[src/angle_sector_decomposition_unit_defines.svh]
// Assertion macros for the angle sector decomposition unit
`ifndef ANGLE_SECTOR_DECOMPOSITION_UNIT_DEFINES_SVH
`define ANGLE_SECTOR_DECOMPOSITION_UNIT_DEFINES_SVH
`ifndef SYNTHESIS
// Same-cycle implication, disabled during reset
`define ASDU_ASSERT_IMPLY(lbl, clk, rst, ante, cons) \
  lbl: assert property (@(posedge clk) disable iff (rst) (ante) |-> (cons)) \
    else $error("asdu: implication check failed");
// Delayed implication; the delay is the n argument
`define ASDU_ASSERT_DELAY(lbl, clk, rst, ante, n, cons) \
  lbl: assert property (@(posedge clk) disable iff (rst) (ante) |-> ##n (cons)) \
    else $error("asdu: delayed check failed");
`else
`define ASDU_ASSERT_IMPLY(lbl, clk, rst, ante, cons)
`define ASDU_ASSERT_DELAY(lbl, clk, rst, ante, n, cons)
`endif
`endif

[src/asdu_pkg.sv]
// Shared types, constants and coefficient tables for the angle sector unit
`timescale 1ns / 1ps
package asdu_pkg;

  localparam int COORD_WIDTH_DEF = 32;
  localparam int CFG_IDX_W       = 1;
  localparam int CFG_DATA_W      = 9;
  localparam int LEVEL_W         = 4;
  localparam int PAL_W           = 9;
  localparam int BITS_W          = 8;
  localparam int COLOUR_W        = 9;
  localparam int COEF_W          = 17;
  localparam int NUM_CELLS       = 5;
  localparam int ROT_CELLS       = 4;
  localparam int LATENCY         = 2 + 2 * NUM_CELLS;

  localparam logic [LEVEL_W-1:0] LEVEL_MIN   = 4'd1;
  localparam logic [LEVEL_W-1:0] LEVEL_MAX   = 4'd8;
  localparam logic [LEVEL_W-1:0] LEVEL_SWAP  = 4'd3;
  localparam logic [LEVEL_W-1:0] LEVEL_RESET = 4'd8;
  localparam logic [PAL_W-1:0]   PAL_RESET   = 9'd256;

  typedef enum logic [CFG_IDX_W-1:0] {
    CFG_SECTOR_LEVEL    = 1'b0,
    CFG_PALETTE_COLOURS = 1'b1
  } cfg_reg_t;

  // Control word that travels down the cell chain beside the coordinates
  typedef struct packed {
    logic                 valid;
    logic [BITS_W-1:0]    bits;
    logic [LEVEL_W-1:0]   level;
    logic                 plus_one;
  } ctl_t;

  // Coordinate bits actually used: 16 to 32
  function automatic int coord_eff(input int cw);
    int w;
    begin
      w = cw;
      if (w > 32) w = 32;
      if (w < 16) w = 16;
      return w;
    end
  endfunction

  // Q1.16 tangents of the half-wedge angles, one per cell
  function automatic logic [COEF_W-1:0] cell_tan(input int k);
    begin
      case (k)
        0:       return 17'd27146;
        1:       return 17'd13036;
        2:       return 17'd6455;
        3:       return 17'd3220;
        default: return 17'd1609;
      endcase
    end
  endfunction

  function automatic logic [COEF_W-1:0] cell_cos(input int k);
    begin
      case (k)
        0:       return 17'd46341;
        1:       return 17'd60547;
        2:       return 17'd64277;
        default: return 17'd65220;
      endcase
    end
  endfunction

  function automatic logic [COEF_W-1:0] cell_sin(input int k);
    begin
      case (k)
        0:       return 17'd46341;
        1:       return 17'd25080;
        2:       return 17'd12785;
        default: return 17'd6424;
      endcase
    end
  endfunction

endpackage

[src/asdu_cell.sv]
// One fold cell: tangent compare and, in the first four cells, reflection about the wedge bisector
`timescale 1ns / 1ps
module asdu_cell #(
  parameter int COORD_WIDTH = asdu_pkg::COORD_WIDTH_DEF,
  parameter int CELL_IDX    = 0
) (
  input  logic                                               clk,
  input  logic                                               rst,
  input  asdu_pkg::ctl_t                                     ctl_in,
  input  logic signed [asdu_pkg::coord_eff(COORD_WIDTH)+2:0] x_in,
  input  logic signed [asdu_pkg::coord_eff(COORD_WIDTH)+2:0] y_in,
  output asdu_pkg::ctl_t                                     ctl_out,
  output logic signed [asdu_pkg::coord_eff(COORD_WIDTH)+2:0] x_out,
  output logic signed [asdu_pkg::coord_eff(COORD_WIDTH)+2:0] y_out
);
  import asdu_pkg::*;

  localparam int IW  = coord_eff(COORD_WIDTH);
  localparam int XW  = IW + 3;
  localparam int PW  = XW + COEF_W + 1;
  localparam bit ROT = (CELL_IDX < ROT_CELLS);
  localparam logic [LEVEL_W-1:0] LEVEL_ON = LEVEL_W'(CELL_IDX + 4);
  localparam logic signed [COEF_W:0] TAN_S = $signed({1'b0, cell_tan(CELL_IDX)});
  localparam logic signed [COEF_W:0] COS_S = $signed({1'b0, cell_cos(CELL_IDX)});
  localparam logic signed [COEF_W:0] SIN_S = $signed({1'b0, cell_sin(CELL_IDX)});
  localparam logic signed [PW:0]     HALF  = (PW+1)'(32768);

  // product stage
  ctl_t                 ctl_a;
  logic signed [XW-1:0] x_a, y_a;
  logic signed [PW-1:0] p_tan, p_xc, p_ys, p_xs, p_yc;

  // fold stage
  logic signed [PW-1:0] y_shift;
  logic signed [PW:0]   sum_x, sum_y;
  logic                 hit, active;
  ctl_t                 ctl_next;
  logic signed [XW-1:0] x_next, y_next;

  always_ff @(posedge clk) begin
    if (rst) ctl_a <= '0;
    else ctl_a <= ctl_in;
    x_a   <= x_in;
    y_a   <= y_in;
    p_tan <= PW'(x_in) * PW'(TAN_S);
    p_xc  <= PW'(x_in) * PW'(COS_S);
    p_ys  <= PW'(y_in) * PW'(SIN_S);
    p_xs  <= PW'(x_in) * PW'(SIN_S);
    p_yc  <= PW'(y_in) * PW'(COS_S);
  end

  always_comb begin
    y_shift = PW'(y_a) <<< 16;
    hit     = p_tan < y_shift;
    active  = ctl_a.level >= LEVEL_ON;
    // round half up: floor((s + 2^15) / 2^16)
    sum_x   = (PW+1)'(p_xc) + (PW+1)'(p_ys) + HALF;
    sum_y   = (PW+1)'(p_xs) - (PW+1)'(p_yc) + HALF;
    ctl_next = ctl_a;
    x_next   = x_a;
    y_next   = y_a;
    if (active) begin
      ctl_next.bits = {ctl_a.bits[BITS_W-2:0], hit};
      if (ROT && hit) begin
        x_next = sum_x[XW+15:16];
        y_next = sum_y[XW+15:16];
      end
    end
  end

  always_ff @(posedge clk) begin
    if (rst) ctl_out <= '0;
    else ctl_out <= ctl_next;
    x_out   <= x_next;
    y_out   <= y_next;
  end

endmodule

[config.mk]
export PLATFORM = sky130hd
export DESIGN_NAME = asdu_cell
export DESIGN_NICKNAME = d
export VERILOG_FILES = /design/src/angle_sector_decomposition_unit_defines.svh /design/src/asdu_pkg.sv /design/src/asdu_cell.sv
export SDC_FILE = /design/constraint.sdc
export NUM_CORES = 2
export LEC_CHECK = 0
export ABC_AREA = 1
export BUFFER_PORTS_ARGS = -buffer_cell sky130_fd_sc_hd__buf_2
export CAP_MARGIN = 15
export CORE_MARGIN = 10
export CORE_UTILIZATION = 45
export CTS_CLUSTER_DIAMETER = 150
export DETAILED_ROUTE_END_ITERATION = 8
export GPL_TIMING_DRIVEN = 1
export SETUP_SLACK_MARGIN = 0.3
export SYNTH_ARGS = -nofsm -noshare
export SYNTH_HDL_FRONTEND = slang
export SYNTH_SLANG_ARGS = --single-unit
[constraint.sdc]
create_clock -name clk -period 5.8 [get_ports clk]
set_input_delay 1.16 -clock clk [delete_from_list [all_inputs] [get_ports clk]]
set_output_delay 1.16 -clock clk [all_outputs]
set_load 0.05 [all_outputs]
# After elaboration in Yosys (flattened, before gate mapping)
# Cells that the tools add are included.
# word_totals
ff_bits,322
inputBits,86
output_inout_bits,84
word_cells,29
# op_classes
n_addsub,4
multipliers,3
magnitude_cmp,2
muxes,5
# ops
cell,count
$mux 35,4
$add 51x17->51 const B,2
$mul 35x17->51 const B,2
$lt 53x51->1,1
$add 51x51->51,1
$sub 51x51->51,1
$mul 35x15->50 const B,1
$mux 8,1
$ge 4x3->1 const B,1

# Depth between registers and ports, before layout
# logic_depth
ltp_word,4
depth_mapped,23
depth_no_buf,23

# Worst setup path after synthesis
# No wires, ideal clock.
# synth_timing
path_kind,input-to-reg
start,input port x_in[6] (netlist name)
end,register p_xs[38]
setup_time_ns,0.072
arrival_ns,5.380
required_time_ns,5.728
path_slack_ns,0.348
cell_stages,19
n_path_buf,0
cell_sequence,ha_1 -> fa_1 -> inv_1 -> fa_1 -> inv_1 -> fa_1 -> fa_1 -> inv_1 -> fa_1 -> inv_1 -> ha_1 -> nand2_1 -> inv_1 -> a21oi_1 -> nor2_1 -> o21ai_0 -> nand4_1 -> a21oi_1 -> xor2_1
# synth_between
elab_chain_cells,1
# synth_lines
element,line,text
start: declaration,asdu_cell.sv:10,"input logic signed [asdu_pkg::coord_eff(COORD_WIDTH)+2:0] x_in,"
$mul 35x17->51,asdu_cell.sv:48,p_xs <= PW'(x_in) * PW'(SIN_S);
end signal: assignment,asdu_cell.sv:48,
end: declaration,asdu_cell.sv:31,"logic signed [PW-1:0] p_tan, p_xc, p_ys, p_xs, p_yc;"
# No other way between the ends.
# A chain may end at the register's enable or synchronous reset.

# Worst setup path after layout
# layout_timing
start,input port x_in[18] (netlist name)
end,register p_xs[43]
# The elaborated chain is that of the path after synthesis.

==> impl_metrics.env <==
export IMPL_yosys_top_cells_count="inv_1, nand2_1, ha_1"
export IMPL_fin_crit_ns=5.479
export IMPL_root_buffer="clkbuf_16"
export IMPL_tightestPinTransition_ns=1.001
export IMPL_die_x_um=335.7
export IMPL_max_slew_margin_pct=32.58
export IMPL_cts_tree="yes"
export IMPL_synthFlopType="dfxtp_1"
export IMPL_synth_top_cell_by_area="ha_1"
export IMPL_grt_max_degree=66
export IMPL_via_per_inst=5.017
export IMPL_fin_nets=8075
export IMPL_crit_path_end_kind="flop"
export IMPL_gr_usage_all_layers_pct=28.48
export IMPL_hold_class="reg2reg"
export IMPL_synth_top_cell_area_share_pct=22.68
export IMPL_synth_compound_area_share_pct=8.040
export IMPL_fp_dieArea_mm2=0.1127
export IMPL_crit_arrival_ns=6.01
export IMPL_synth_edf_count=0
export IMPL_dp_hpwl_um=145500
export IMPL_max_freq_mhz=182.5
export IMPL_cp_cell_sequence="buf_2, ha_1, fa_1, fa_1, fa_1, fa_1, inv_1, fa_1, inv_1, ha_1, buf_4, nand2_1, nor2_2, inv_1, buf_4, nor4_4, nand4_1, nand3_2, xor2_1"
export IMPL_post_route_period_util_pct=94.47
export IMPL_n_fill_cell=9731
export IMPL_grt_pass1_vias=40750
export IMPL_drtAntennaViolNets=0
export IMPL_cts_buffers=41
export IMPL_htreeDepth=2
export IMPL_synth_adder_area_share_pct=43.88
export IMPL_worstSkewPairLatency_ns=0.61
export IMPL_drt_first_pass_iters=6
export IMPL_setup_violations=0
export IMPL_vias=40240
export IMPL_required_ns=6.33
export IMPL_initial_utilization_pct=45.44
export IMPL_grt_ovfl_total=0
export IMPL_core_mm2=0.09871
export IMPL_finClkSkew_ns=0.02844
export IMPL_cts_buffer_depth=3
export IMPL_die_h_um=335.7
export IMPL_synth_area_leaders="ha_1, fa_1, dfxtp_1"
export IMPL_gp_congestion=1.008
export IMPL_synth_seq_cells=301
export IMPL_crit_family="adder cells"
export IMPL_setup_tns_ns=0
export IMPL_synth_top_family_by_area="adder cells"
export IMPL_status="complete, no violations"
export IMPL_cp_start_kind="primary input"
export IMPL_pin_count=170
export IMPL_synth_xor_area_share_pct=3.398
export IMPL_cts_sinks=301
export IMPL_ys_seq_area_share_pct=13.44
export IMPL_cp_num_buf_inv=6
export IMPL_drv_cap=0
export IMPL_critPathSlowestCell="fa_1"
export IMPL_finalMaxSlewViolations=0
export IMPL_cpMostUsedCell="fa_1"
export IMPL_syn_inst=5966
export IMPL_mappedNetlistArea_mm2=0.04485
export IMPL_grt_setup_unrepaired="yes"
export IMPL_yosysMostFrequentCell="inv_1"
export IMPL_clk_pin_slew_ns=0.06
export IMPL_critical_path_max_stage_delay_ns=0.59
export IMPL_syn_area_per_cell_um2=7.517
export IMPL_area_delta_synth_final_pct=19.61
export IMPL_drive_above_1_share_pct=14.32
export IMPL_synthArstFlopShare_pct=0
export IMPL_first_iter_violations=2812
export IMPL_io_buffers=169
export IMPL_fp_row_count=115
export IMPL_synth_simple_area_share_pct=18.06
export IMPL_crit_type="in2reg"
export IMPL_synthMuxAreaShare_pct=0
export IMPL_yosys_warnings=0
export IMPL_drc=0
export IMPL_antenna_found_initial=1
export IMPL_path_max_fanout=6
export IMPL_grt_pass1_wl_um=242700
export IMPL_yosysUniqueCellTypes=44
export IMPL_hold_viol_final=0
export IMPL_synth_net_count=7340
export IMPL_wl_um=162100
export IMPL_avgRoutedWirePerCell_um=20.21
flip-flops by register name, indices dropped and copies added, names as in the netlist:
signal	flops
x_a	33
x_out	35
y_a	33
p_tan	35
p_yc	51
ctl_out	14
y_out	35
p_xs	51
ctl_a	14
cell usage in the layout, fill, tap and decap left out, types with 24 or more instances in the layout:
| master | n |
|---|---|
| a21o_1 | 24 |
| a21oi_1 | 293 |
| a21oi_2 | 24 |
| a31oi_1 | 35 |
| buf_2 | 164 |
| buf_4 | 537 |
| clkbuf_16 | 42 |
| dfxtp_1 | 301 |
| fa_1 | 467 |
| ha_1 | 767 |
| ha_4 | 31 |
| inv_1 | 1529 |
| nand2_1 | 1117 |
| nand3_1 | 188 |
| nand4_1 | 48 |
| nor2_1 | 489 |
| nor2_2 | 37 |
| nor3_1 | 41 |
| o21ai_0 | 160 |
| o21ai_1 | 28 |
| o21bai_1 | 46 |
| xnor2_1 | 72 |
| xor2_1 | 98 |
per-stage QoR:
stage / hold WS, ns / instances / area (um^2) / utilization, % / setup slack (ns)
2_1_floorplan: 0.3883 / 5966 / 44850 / - / 0.3480
3_3_place_gp: 0.3966 / 7942 / 51260 / 51.93 / -0.3369
3_5_place_dp: 0.3969 / 7942 / 51260 / 51.93 / -0.3838
4_1_cts: 0.4076 / 8015 / 52670 / 53.36 / 0.3161
5_1_grt: 0.4140 / 8019 / 53640 / 54.35 / 0.1251
6_report: 0.4064 / 8019 / 53640 / 54.35 / 0.3207
layer usage:
metal	vias to the layer above	share of wire, %	track usage, %
li1	19820	-	-
met1	19130	45	38.37
met2	1078	45	46.69
met3	212	5.2	3.051
met4	0	4.2	10.53
met5	-	0	0
layout make-up:
| type | count | area (um^2) | area share, % |
|---|---|---|---|
| sequential | 301 | 6026 | 11.23 |
| multi-input combinational | 4112 | 33850 | 63.11 |
| antenna | 1 | 2.502 | 0.004665 |
| timing repair buffer | 712 | 4992 | 9.307 |
| clock buffer | 54 | 1166 | 2.174 |
| inverter | 1533 | 5754 | 10.73 |
| clock inverter | 19 | 237.7 | 0.4432 |
| tap | 1287 | 1610 | 3.002 |
cell families after synthesis:
family	count (synthesis)
and+or+nand+nor	1997
adders and majority gates	1288
DFF	301
xor gates and xnor gates	174
AOI/OAI and AO/OA	653
buffers and inverters	1553
what timing repair did:
action                     4_1_cts  5_1_grt
hold buffers                     0        0
setup endpoints to repair        3       66
gates resized for setup          3      216
pin swaps                        0       16
buffers inserted                 0        3
worst reg2reg max path, stage by stage (launching register included):
cell,delay (ns)
dfxtp_1,0.59
inv_1,0.10
ha_1,0.32
nand2_1,0.05
inv_1,0.08
nand3_1,0.09
nor3_2,0.24
nand4_1,0.12
nand3_1,0.10
nand2_1,0.11
nand3_4,0.32
buf_4,0.75
nand2_1,0.36
nand2_1,0.36
path summary, 6_finish.rpt:
path	cells after the start	slack, ns	from	end
max	19	0.32	x_in[18]	p_xs[43]
min reg2reg	2	0.41	ctl_a[13]	ctl_out[13]
min	2	0.41	ctl_a[13]	ctl_out[13]
max reg2reg	13	2.13	y_a[24]	x_out[32]
Power is not shown: default switching activity piles up to over one toggle a cycle in this logic, so the estimate is an artifact.
