===== src/angle_sector_decomposition_unit_defines.svh =====
// Assertion macros for the angle sector decomposition unit
`ifndef ANGLE_SECTOR_DECOMPOSITION_UNIT_DEFINES_SVH
`define ANGLE_SECTOR_DECOMPOSITION_UNIT_DEFINES_SVH
`ifndef SYNTHESIS
// Same-cycle implication, disabled during reset
`define ASDU_ASSERT_IMPLY(lbl, clk, rst, ante, cons) \
  lbl: assert property (@(posedge clk) disable iff (rst) (ante) |-> (cons)) \
    else $error("asdu: implication check failed");
// Delayed implication; the delay is the n argument
`define ASDU_ASSERT_DELAY(lbl, clk, rst, ante, n, cons) \
  lbl: assert property (@(posedge clk) disable iff (rst) (ante) |-> ##n (cons)) \
    else $error("asdu: delayed check failed");
`else
`define ASDU_ASSERT_IMPLY(lbl, clk, rst, ante, cons)
`define ASDU_ASSERT_DELAY(lbl, clk, rst, ante, n, cons)
`endif
`endif


===== src/asdu_pkg.sv =====
// Shared types, constants and coefficient tables for the angle sector unit
`timescale 1ns / 1ps
package asdu_pkg;

  localparam int COORD_WIDTH_DEF = 32;
  localparam int CFG_IDX_W       = 1;
  localparam int CFG_DATA_W      = 9;
  localparam int LEVEL_W         = 4;
  localparam int PAL_W           = 9;
  localparam int BITS_W          = 8;
  localparam int COLOUR_W        = 9;
  localparam int COEF_W          = 17;
  localparam int NUM_CELLS       = 5;
  localparam int ROT_CELLS       = 4;
  localparam int LATENCY         = 2 + 2 * NUM_CELLS;

  localparam logic [LEVEL_W-1:0] LEVEL_MIN   = 4'd1;
  localparam logic [LEVEL_W-1:0] LEVEL_MAX   = 4'd8;
  localparam logic [LEVEL_W-1:0] LEVEL_SWAP  = 4'd3;
  localparam logic [LEVEL_W-1:0] LEVEL_RESET = 4'd8;
  localparam logic [PAL_W-1:0]   PAL_RESET   = 9'd256;

  typedef enum logic [CFG_IDX_W-1:0] {
    CFG_SECTOR_LEVEL    = 1'b0,
    CFG_PALETTE_COLOURS = 1'b1
  } cfg_reg_t;

  // Control word that travels down the cell chain beside the coordinates
  typedef struct packed {
    logic                 valid;
    logic [BITS_W-1:0]    bits;
    logic [LEVEL_W-1:0]   level;
    logic                 plus_one;
  } ctl_t;

  // Coordinate bits actually used: 16 to 32
  function automatic int coord_eff(input int cw);
    int w;
    begin
      w = cw;
      if (w > 32) w = 32;
      if (w < 16) w = 16;
      return w;
    end
  endfunction

  // Q1.16 tangents of the half-wedge angles, one per cell
  function automatic logic [COEF_W-1:0] cell_tan(input int k);
    begin
      case (k)
        0:       return 17'd27146;
        1:       return 17'd13036;
        2:       return 17'd6455;
        3:       return 17'd3220;
        default: return 17'd1609;
      endcase
    end
  endfunction

  function automatic logic [COEF_W-1:0] cell_cos(input int k);
    begin
      case (k)
        0:       return 17'd46341;
        1:       return 17'd60547;
        2:       return 17'd64277;
        default: return 17'd65220;
      endcase
    end
  endfunction

  function automatic logic [COEF_W-1:0] cell_sin(input int k);
    begin
      case (k)
        0:       return 17'd46341;
        1:       return 17'd25080;
        2:       return 17'd12785;
        default: return 17'd6424;
      endcase
    end
  endfunction

endpackage


===== src/asdu_colour.sv =====
// Output stage: Gray-style fold of the sector bits into a colour index
`timescale 1ns / 1ps
module asdu_colour (
  input  logic                            clk,
  input  logic                            rst,
  input  asdu_pkg::ctl_t                  ctl_in,
  output logic                            done,
  output logic [asdu_pkg::COLOUR_W-1:0]   colour_index
);
  import asdu_pkg::*;

  logic [BITS_W-1:0]   fold;
  logic [COLOUR_W-1:0] colour_next;

  always_comb begin
    fold = '0;
    // a set bit at level i mirrors the colour within 2^i entries
    for (int i = 1; i <= BITS_W; i++) begin
      if (ctl_in.bits[i-1]) fold = fold ^ BITS_W'((9'd1 << i) - 9'd1);
    end
    if (ctl_in.level == LEVEL_MIN) fold = {{(BITS_W-1){1'b0}}, fold[0]};
    colour_next = {1'b0, fold} + {{(COLOUR_W-1){1'b0}}, ctl_in.plus_one};
  end

  always_ff @(posedge clk) begin
    colour_index <= colour_next;
    if (rst) done <= 1'b0;
    else done <= ctl_in.valid;
  end

endmodule

===== config.mk =====
export PLATFORM = sky130hd
export DESIGN_NAME = asdu_colour
export DESIGN_NICKNAME = d
export VERILOG_FILES = /design/src/angle_sector_decomposition_unit_defines.svh /design/src/asdu_pkg.sv /design/src/asdu_colour.sv
export SDC_FILE = /design/constraint.sdc
export NUM_CORES = 1
export LEC_CHECK = 0
export ABC_AREA = 1
export BUFFER_PORTS_ARGS = -buffer_cell sky130_fd_sc_hd__buf_4
export CAP_MARGIN = 20
export CELL_PAD_IN_SITES_DETAIL_PLACEMENT = 2
export CELL_PAD_IN_SITES_GLOBAL_PLACEMENT = 2
export CORE_MARGIN = 2
export CORE_UTILIZATION = 27
export CTS_BUF_LIST = sky130_fd_sc_hd__clkbuf_4
export DETAILED_ROUTE_END_ITERATION = 10
export GPL_TIMING_DRIVEN = 0
export PLACE_DENSITY = 0.87
export SYNTH_ARGS = -nofsm -noshare
export SYNTH_HDL_FRONTEND = slang
export SYNTH_SLANG_ARGS = --single-unit

===== constraint.sdc =====
create_clock -name clk -period 2.5 [get_ports clk]
set_input_delay 0.125 -clock clk [delete_from_list [all_inputs] [get_ports clk]]
set_output_delay 0.125 -clock clk [all_outputs]
set_load 0.05 [all_outputs]

# Yosys cells after proc, flatten, opt, wreduce, memory -nomap -nowiden
# Index checks and enable logic that the tools add are counted.
# totals
regBits,10
inputBits,16
output_inout_bits,10
word_cells,20
# op_classes
add_sub_neg,1
eq_ne,1
mux,9
n_bitwise,7
# ops
op,n
$mux W8,2
$add A8 B1 Y9,1
$not A8 Y8,1
$mux W7,1
$not A7 Y7,1
$mux W6,1
$not A6 Y6,1
$mux W5,1
$not A5 Y5,1
$eq A4 B1 Y1 const B,1
$mux W4,1
$not A4 Y4,1
$mux W3,1
$not A3 Y3,1
$mux W2,1
$not A2 Y2,1
$mux W1,1

# Longest topological paths before layout
# Gate-level depths: netlist of the first run.
# logic_depth
depth_word,17
ltp_mapped,14
ltp_nobuf,14

# Least setup slack after synthesis of the first run
# No wires, ideal clock.
# synth_timing
kind,input to register
from,input ctl_in[11] (netlist name)
to,register colour_index[6] (netlist name)
setup_ns,0.113
arrival_ns,1.326
required_time_ns,2.387
setup_slack_ns,1.061
path_stages,13
n_path_buf,0
cell_sequence,inv_2 nand2_1 nand2_1 nand2_2 nand2_1 nand2_1 nand2_2 xor2_1 ha_1 ha_1 nand3_2 nand2_1 nand2_1
# synth_between
elab_chain_cells,5
# synth_rtl
item,line_no,source
start: declaration,asdu_colour.sv:6,"input asdu_pkg::ctl_t ctl_in,"
$mux W7 *,asdu_colour.sv:19,if (ctl_in.bits[i-1]) fold = fold ^ BITS_W'((9'd1 << i) - 9'd1);
$not A8 Y8 (no line),-,
$mux W8 *,asdu_colour.sv:19,
$mux W8 *,asdu_colour.sv:21,"if (ctl_in.level == LEVEL_MIN) fold = {{(BITS_W-1){1'b0}}, fold[0]};"
$add A8 B1 Y9 *,asdu_colour.sv:22,"colour_next = {1'b0, fold} + {{(COLOUR_W-1){1'b0}}, ctl_in.plus_one};"
named net colour_next[6],asdu_colour.sv:13,logic [COLOUR_W-1:0] colour_next;
end signal: assignment,asdu_colour.sv:26,colour_index <= colour_next;
end: declaration,asdu_colour.sv:8,output logic [asdu_pkg::COLOUR_W-1:0] colour_index
# Mark *: on every way through the listed nets, which the timed path passes. The rest lies on a longest branch.
# A chain may end at the register's enable or synchronous reset.

# Worst setup path after layout of the first run
# Ends and elaborated chain as after synthesis.

==> metrics.yaml, run 1 <==
fmax_mhz: 635
dpl-instance-area_sq_um: 950
finish.instance_area_sq_um: 986
post-route-util_pct: 39.4
pin_count: 26
portBuffers: 25
fin_nets: 164
cpPeakStageDelay_ps: 320
final_cell_mix: "43 x nand2_1, 25 x buf_4, 13 x inv_1, 13 x nor2_1, 10 x dfxtp_1"
layout-drive-gt1-share_pct: 33.1
clock_sinks: 10
critPathMostFrequentCell: "nand2_1"
pwr-share-seq_pct: 31.6
p_comb_share_pct: 48.3
num_vias: 807
antenna_found_initial: 0
synthCells: 115
firstDrtPassIters: 4
p_int_w: 0.000335
row_count: 18
synth.distinct_cells: 16
fp.dieW_microns: 55.8
core_area_sq_um: 2500
cts_setup_buffers: 0
syn_area_sq_um: 724
crit_fanout: 5
worstPathArrival_ps: 1750
dieHeight_microns: 55.8
p_sw_w: 0.000272
worst-path-stages: 14
crit_buf_inv: 2
hp-class: "input pin to flop"
hold_violations: 0
cp-start-kind: "input pin"
min_path_cells: 3
period_share_pct: 63.0
final_common_cell: "nand2_1"
grt_pass1_vias: 890
dp_hpwl_microns: 1900
dr.first_iter.drc_count: 4
setup_violations: 0
power_frac_clock_pct: 20.1
tns_ps: 0
cts_htree_levels: 1
synth.avg_cell_area_sq_um: 6.30
grt.total_usage_pct: 16.7
status: "complete, no violations"
period_minus_slack_ps: 1570
grt_pass1_wl_microns: 3970
peakVddDrop_uv: 276
cts_tree: "built"
max-slew-margin-rel_pct: 82.5
grt_max_degree: 7
cts-buffers-inserted: 3
seq_area_frac_synth_pct: 27.6
cp_slowest_cell: "ha_1"
required_ps: 2680
whs_ps: 47.9
drc: 0
report.final.slew_viol_count: 0
clock_path_buffers: 2
viasPerCell: 4.61
rsz0062_at_grt: "no"
p_leak_nw: 0.581
ant_nets: 0
overflow: 0
initial_core_util_pct: 29.0
clkSlewWorstSetupHoldPaths_ps: 70
synth-seq-cells: 10
power.density_nw_per_um2: 616
wl_microns: 2220
synth_nets: 133
gp_congestion: 0.780
cap_violations: 0
critPathTopFamily: "simple AND/OR/NAND/NOR gates"
die_area_sq_um: 3110
ctsResizeCount: 0
crit_chain: "buf_4, inv_2, nand2_1, nand2_1, nand2_2, nand2_1, nand2_1, nand2_2, xor2_1, ha_1, ha_1, nand3_2, nand2_1, nand2_1"
area_growth_pct: 36.1
swShare_pct: 44.8
crit_path_end_kind: "flop"
critPathKind: "input pin to flop"
worst_pin_slew_ps: 262
routedWlPerCell_microns: 12.7
fill_cells: 331
diodes: 0
yosys_warnings: 0
cts_root_buffer: "clkbuf_4"
-- power groups by stage --
stage / combinational, W / sequential (W) / clock (W)
floorplan: 0.000106 / 0.000289 / 0
global placement: 0.000279 / 0.000195 / 0
detailed placement: 0.000295 / 0.000196 / 0
CTS: 0.000298 / 0.000192 / 0.000128
global route: 0.000318 / 0.000196 / 0.000138
finish: 0.000293 / 0.000192 / 0.000122
-- synth_stat cells --
master | count | area share (%)
xor2_1 | 3 | 3.6
nand3_1 | 6 | 4.1
xnor2_1 | 1 | 1.2
a21oi_1 | 1 | 0.69
nand2_4 | 1 | 1.6
ha_1 | 2 | 3.5
nand2_2 | 8 | 6.9
nand3_2 | 4 | 5.5
nand4_1 | 3 | 2.6
nor2_8 | 1 | 2.8
inv_1 | 13 | 6.7
nand2_1 | 43 | 22
nor2_1 | 13 | 6.7
dfxtp_1 | 10 | 28
nor2_4 | 1 | 1.6
inv_2 | 5 | 2.6
-- metal layers --
metal  wire length (microns)  vias up  global-route usage (%)
met3                      91        7                    2.79
met5                       0        -                       0
met2                    1280       20                    31.6
li1                        -      407                       -
met4                      58        0                    9.41
met1                     794      373                    16.9
-- tightest hold or removal path, delay by kind of cell --
kind,cells,cell delay [ps]
and+or+nand+nor,1,60
buffers and inverters,2,110
-- final timing paths --
| check | slack [ps] | startpoint | end |
|---|---|---|---|
| setup / recovery | 930 | ctl_in[11] | colour_index[6]$_DFF_P_ |
| hold / removal | 50 | ctl_in[13] | done$_SDFF_PP0_ |
-- what timing repair did --
| action | in CTS | in global routing |
|---|---|---|
| hold buffers | 1 | 0 |
| endpoints found under the hold margin | 1 | 0 |
| setup endpoints to repair | 0 | 0 |
-- kinds of logic (layout without fill, tap and decap cells) --
family,after synthesis,count (layout),share of synthesized area [%]
AND/OR/NAND/NOR,80,80,54.1
buffers and inverters,18,48,9.33
flip-flops,10,10,27.6
XOR/XNOR,4,4,4.84
adder cells (fa/ha/maj),2,2,3.45
AO/OA/AOI/OAI,1,1,0.690
-- state kept, by name (all words and copies together), names as in the netlist --
name and flops:
colour_index 9, done 1
-- metrics by stage --
stage	worst slack [ps]	total power (W)	instances
after floorplan	1060	0.000395	115
after global placement	747	0.000474	170
after detailed placement	602	0.000490	170
after CTS	891	0.000618	175
after global routing	756	0.000652	175
final	926	0.000607	175
-- layout make-up --
type | count | area, sq um | area share [%]
timing repair buffer | 26 | 198 | 20.1
inverter | 18 | 67.6 | 6.85
multi-input combinational | 87 | 457 | 46.3
tap | 30 | 37.5 | 3.81
sequential | 10 | 200 | 20.3
clock buffer | 3 | 22.5 | 2.28
clock inverter | 1 | 3.75 | 0.381
Note: power is estimated with default switching activity, not from simulation.
==> run 2, diff against run 1 <==
--- a/config.mk
+++ b/config.mk
@@ -11,11 +11,11 @@
 export CELL_PAD_IN_SITES_DETAIL_PLACEMENT = 2
 export CELL_PAD_IN_SITES_GLOBAL_PLACEMENT = 2
 export CORE_MARGIN = 2
-export CORE_UTILIZATION = 27
+export CORE_UTILIZATION = 23
 export CTS_BUF_LIST = sky130_fd_sc_hd__clkbuf_4
 export DETAILED_ROUTE_END_ITERATION = 10
 export GPL_TIMING_DRIVEN = 0
-export PLACE_DENSITY = 0.87
+export PLACE_DENSITY = 0.79
 export SYNTH_ARGS = -nofsm -noshare
 export SYNTH_HDL_FRONTEND = slang
 export SYNTH_SLANG_ARGS = --single-unit
==> constraint.sdc (replaced) <==
create_clock -name clk -period 1.3 [get_ports clk]
set_input_delay 0.065 -clock clk [delete_from_list [all_inputs] [get_ports clk]]
set_output_delay 0.065 -clock clk [all_outputs]
set_load 0.05 [all_outputs]
==> run 2 against run 1 <==
Compared with the run above: the flow now finishes with violations (negative setup slack); die area is 16% higher; worst setup slack got worse by 990 ps; sequential share of layout area shrank 5.0 points; worst hold slack lost 34 ps; via count grew 6.3%; clock power grew 70%; total power up 110%; clock-buffer cell count is the same; critical path depth up 1; global-route usage is 2.1 points lower; first-iteration DRC count rose to 5.8 times the previous value; sequential power increased by 94%; critical endpoint is now colour_index[5]$_DFF_P_; largest cell class unchanged; highest routed layer is now met3.
==> metrics.yaml, run 2 (same netlist as run 1, synthesis figures left out) <==
worstPathArrival_ps: 1520  # -230 ps
overflow: 0  # unchanged
required_ps: 1460  # -1220 ps
rsz0062_at_grt: "yes"
total_power_w: 0.00129  # +110%
diodes: 0  # unchanged
max-slew-margin-rel_pct: 84.6  # +2.1 points
routedWlPerCell_microns: 13.0  # +2.9%
die_area_sq_um: 3610  # +16%
clock_path_buffers: 2  # unchanged
cp_slowest_cell: "ha_2"
setup_violations: 3  # +3
viasPerCell: 4.23  # -8.3%
cp-start-kind: "input pin"
route.top_layer_used: "met3"
met3_length_microns: 90  # -1.1%
fin_nets: 179  # +9.1%
p_comb_share_pct: 55.2  # +6.9 points
dr.first_iter.drc_count: 23  # +19
p_int_w: 0.000730  # +120%
largest_reg_flops: 9  # unchanged
dieHeight_microns: 60.1  # +7.7%
period_share_pct: 105
firstDrtPassIters: 4  # unchanged
crit_buf_inv: 2  # unchanged
hp-class: "input pin to flop"
wl_microns: 2650  # +19%
crit_fanout: 6  # +1
area_growth_pct: 80.5
fp.dieW_microns: 60.1  # +7.7%
top_register: "colour_index"
cts_tree: "built"
drc: 0  # unchanged
swShare_pct: 43.6  # -1.2 points
worst_pin_slew_ps: 231  # -31.5 ps
final_cell_mix: "36 x buf_4, 29 x nand2_1, 19 x nand2_2, 12 x inv_1, 11 x nor2_1"
row_count: 20  # +2
crit_path_end_kind: "flop"
layout_setup_ws_ps: -64.3  # -990 ps
wl_met1_microns: 1040  # +31%
crit_chain: "buf_12, inv_12, nand2_4, nand2_2, nand2_2, nand2_2, nand2_2, nand2_2, xor2_1, ha_2, nand3_4, nor2_8, nand3_2, nand2_1, nand2_1"
grt_max_degree: 7  # unchanged
critPathMostFrequentCell: "nand2_2"
grt_pass1_vias: 893  # +0.34%
clkSlewWorstSetupHoldPaths_ps: 60  # about the same
violations: "negative setup slack"
cpPeakStageDelay_ps: 250  # -70 ps
critPathTopFamily: "simple AND/OR/NAND/NOR gates"
fill_cells: 350  # +5.7%
pin_count: 26  # unchanged
cts_htree_levels: 1  # unchanged
period_minus_slack_ps: 1360
dr_wl_met2_microns: 1520  # +19%
pwr-share-seq_pct: 28.7  # -2.9 points
report.final.slew_viol_count: 0  # unchanged
power.density_nw_per_um2: 990  # +61%
cap_violations: 0  # unchanged
grt_pass1_wl_microns: 3870  # -2.6%
worst-path-stages: 15  # +1
antenna_found_initial: 0  # unchanged
p_sw_w: 0.000565  # +110%
hold_violations: 0  # unchanged
core_area_sq_um: 3030  # +21%
p_leak_nw: 0.690  # +19%
min_path_cells: 3  # unchanged
num_vias: 858  # +6.3%
dp_slack_ps: -392  # -995 ps
top_regs: "colour_index (9), done (1)"
clock_sinks: 10  # unchanged
gp_congestion: 0.751  # -3.7%
final_common_cell: "buf_4"
ant_nets: 0  # unchanged
grt.total_usage_pct: 14.5  # -2.1 points
cts-buffers-inserted: 3  # unchanged
status: "finished, violations left"
layout-drive-gt1-share_pct: 54.1  # +21 points
cts_root_buffer: "clkbuf_4"
portBuffers: 25  # unchanged
dp_hpwl_microns: 1740  # -8.5%
critPathKind: "input pin to flop"
fmax_mhz: 733
whs_ps: 14.3  # -33.5 ps
initial_core_util_pct: 23.9  # -5.1 points
power_frac_clock_pct: 16.1  # -4.0 points
peakVddDrop_uv: 739  # +170%
## run 2: cell types whose count changed in the layout (fill, tap and decap cells not counted), moves of 3 or more
cell     previous run  this run
inv_2               5         2
nand2_1            43        29
nand2_2             8        19
buf_4              25        36
nand2_4             1         4
## run 2: metrics by stage
| step | TNS, ps | cells | utilization (%) | area (sq um) |
|---|---|---|---|---|
| floorplan | -74.3 | 115 | - | 797 |
| global placement | -2240 | 184 | 34.3 | 1040 |
| detailed placement | -2530 | 184 | 34.3 | 1040 |
| CTS | -62.7 | 200 | 41.2 | 1250 |
| global route | -738 | 203 | 43.2 | 1310 |
| finish | -84.4 | 203 | 43.2 | 1310 |
## run 2: path summary, 6_finish.rpt
path / start / slack [ps] / to
min: ctl_in[13] / 10 / done$_SDFF_PP0_
max: ctl_in[11] / -60 / colour_index[5]$_DFF_P_
## run 2: metal layers
layer  track usage, %  vias up
met4             1.90        0
met1             16.9      403
met2             26.4       16
li1                 -      439
met5                0        -
met3             4.55        0
## run 2: layout make-up
class / instances / area, sq um / area share (%)
clock buffers: 3 / 22.5 / 1.72
inverters: 18 / 100 / 7.66
multi-input cells: 87 / 579 / 44.3
flip-flops and latches: 10 / 200 / 15.3
well taps: 44 / 55.1 / 4.21
repair buffers: 41 / 350 / 26.8
## run 2: repair_timing
action / 4_1_cts / 5_1_grt
resized for setup: 21 / 11
hold endpoints to repair: 1 / 0
cloned: 0 / 0
hold buffers: 1 / 0
pin swaps: 10 / 14
setup buffers: 12 / 3
endpoints found under the setup margin: 6 / 6
## run 2: tightest hold or removal path, stage by stage
cell	delay, ps
buf_4	80
inv_1	30
nor2_1	70
## run 2: power by group through the flow
stage	clock, W	sequential, W	combinational (W)
after floorplan	0	0.000556	0.000234
after global placement	0	0.000377	0.000578
after detailed placement	0	0.000378	0.000594
after CTS	0.000219	0.000373	0.000679
after global routing	0.000243	0.000376	0.000775
final	0.000208	0.000372	0.000715
==> run 3, diff against run 2 <==
--- a/config.mk
+++ b/config.mk
@@ -15,7 +15,7 @@
 export CTS_BUF_LIST = sky130_fd_sc_hd__clkbuf_4
 export DETAILED_ROUTE_END_ITERATION = 10
 export GPL_TIMING_DRIVEN = 0
-export PLACE_DENSITY = 0.79
+export PLACE_DENSITY = 0.87
 export SYNTH_ARGS = -nofsm -noshare
 export SYNTH_HDL_FRONTEND = slang
 export SYNTH_SLANG_ARGS = --single-unit
==> run 3 against run 2 <==
Compared with the run above: the run still ends with negative setup slack left; worst hold slack got worse by 12 ps; first-iteration DRC count is 61% lower; global-route usage grew 3.2 points; critical path depth is the same; combinational power down 1%; via count is 4.3% higher; maximum frequency decreased by 0.20%; largest cell class unchanged.
==> metrics.yaml, run 3 (same netlist as run 1, synthesis figures left out) <==
period_minus_slack_ps: 1370  # +2.73 ps
dr.first_iter.drc_count: 9  # -61%
period_share_pct: 105  # +0.21 points
cap_violations: 0  # unchanged
crit_path_end_kind: "flop"
layout-drive-gt1-share_pct: 51.9  # -2.2 points
max-slew-margin-rel_pct: 84.9  # +0.33 points
peakVddDrop_uv: 631  # -15%
status: "finished, violations left"
initial_core_util_pct: 23.9  # unchanged
p_leak_nw: 0.688  # -0.15%
worst_pin_slew_ps: 225  # -5.95 ps
dp_hpwl_microns: 1900  # +9.3%
core_area_sq_um: 3030  # unchanged
pin_count: 26  # unchanged
grt.total_usage_pct: 17.8  # +3.2 points
diodes: 0  # unchanged
cpPeakStageDelay_ps: 250  # about the same
setup_violations: 3  # unchanged
gp_congestion: 0.799  # +6.5%
fin_nets: 180  # +0.56%
cp_slowest_cell: "ha_2"
hp-class: "input pin to flop"
crit_fanout: 6  # unchanged
row_count: 20  # unchanged
dpl-instance-area_sq_um: 1040  # unchanged
firstDrtPassIters: 4  # unchanged
critPathKind: "input pin to flop"
clkSlewWorstSetupHoldPaths_ps: 60  # about the same
hold_start: "ctl_in[13]"
overflow: 0  # unchanged
cts_tree: "built"
largest_reg_flops: 9  # unchanged
required_ps: 1460  # about the same
wl_microns: 2940  # +11%
viasPerCell: 4.39  # +3.8%
antenna_found_initial: 0  # unchanged
grt_pass1_vias: 999  # +12%
routedWlPerCell_microns: 14.4  # +10%
area_growth_pct: 75.8
rsz0062_at_grt: "yes"
fp.dieW_microns: 60.1  # unchanged
top_regs: "colour_index (9), done (1)"
report.final.slew_viol_count: 0  # unchanged
critPathLaunch: "ctl_in[11]"
post-route-util_pct: 42.1  # -1.1 points
clock_sinks: 10  # unchanged
cts-buffers-inserted: 3  # unchanged
cts_root_buffer: "clkbuf_4"
power.density_nw_per_um2: 1020  # +3.3%
cts_htree_levels: 1  # unchanged
critPathTopFamily: "simple AND/OR/NAND/NOR gates"
cp-start-kind: "input pin"
dieHeight_microns: 60.1  # unchanged
die_area_sq_um: 3610  # unchanged
grt_max_degree: 7  # unchanged
crit_buf_inv: 2  # unchanged
layout_setup_ws_ps: -67.0  # -2.73 ps
ant_nets: 0  # unchanged
hold_violations: 0  # unchanged
top_register: "colour_index"
final_common_cell: "buf_4"
num_vias: 895  # +4.3%
final_cell_mix: "37 x buf_4, 31 x nand2_1, 18 x nand2_2, 13 x inv_1, 11 x nor2_1"
finish.instance_area_sq_um: 1270  # -2.6%
portBuffers: 25  # unchanged
grt_pass1_wl_microns: 4710  # +22%
fmax_mhz: 732  # -0.20%
total_power_w: 0.00130  # +0.63%
worstPathArrival_ps: 1530  # about the same
critPathMostFrequentCell: "nand2_2"
drc: 0  # unchanged
clock_path_buffers: 2  # unchanged
violations: "negative setup slack"
crit_chain: "buf_12, inv_12, nand2_4, nand2_2, nand2_2, nand2_2, nand2_2, nand2_2, xor2_1, ha_2, nand3_4, nor2_8, nand3_2, nand2_1, nand2_1"
run 3: final cells by class:
class	instances	area, sq um
fillers	349	1750
multi-input cells	87	542
flip-flops and latches	10	200
clock buffers	3	22.5
repair buffers	42	354
inverters	18	100
well taps	44	55.1
run 3: final timing paths:
check	slack [ps]	endpoint	cells past startpoint
worst min-delay path	2	done$_SDFF_PP0_	3
worst max-delay path	-70	colour_index[5]$_DFF_P_	15
run 3: layer usage:
layer | wire length (microns) | vias to the layer above | GRT usage, %
li1 | - | 437 | -
met5 | 0 | - | 0
met1 | 1140 | 436 | 19.2
met3 | 119 | 2 | 4.55
met4 | 25 | 0 | 3.49
met2 | 1650 | 20 | 34.2
run 3: stage by stage:
stage / hold slack [ps] / setup WS [ps] / setup TNS (ps) / cells
after global routing: 4.46 / -164 / -763 / 204
after detailed placement: 224 / -413 / -2520 / 184
final: 1.92 / -67.0 / -132 / 204
after global placement: 220 / -357 / -2170 / 184
after CTS: 0.0110 / -34.4 / -64.0 / 201
after floorplan: 136 / -37.8 / -74.3 / 115
run 3: what timing repair did:
item                                   4_1_cts  5_1_grt
pin swaps                                   11        9
hold buffers                                 1        0
endpoints found under the hold margin        1        0
gates resized for setup                     17        6
setup endpoints to repair                    5        7
setup buffers                               13        3
run 3: power breakdown:
| part | total [W] | internal, W | switching (W) |
|---|---|---|---|
| sequential | 0.000380 | 0.000358 | 0.0000221 |
| clock | 0.000216 | 0.000107 | 0.000109 |
| combinational | 0.000707 | 0.000258 | 0.000449 |
| total | 0.00130 | 0.000722 | 0.000581 |
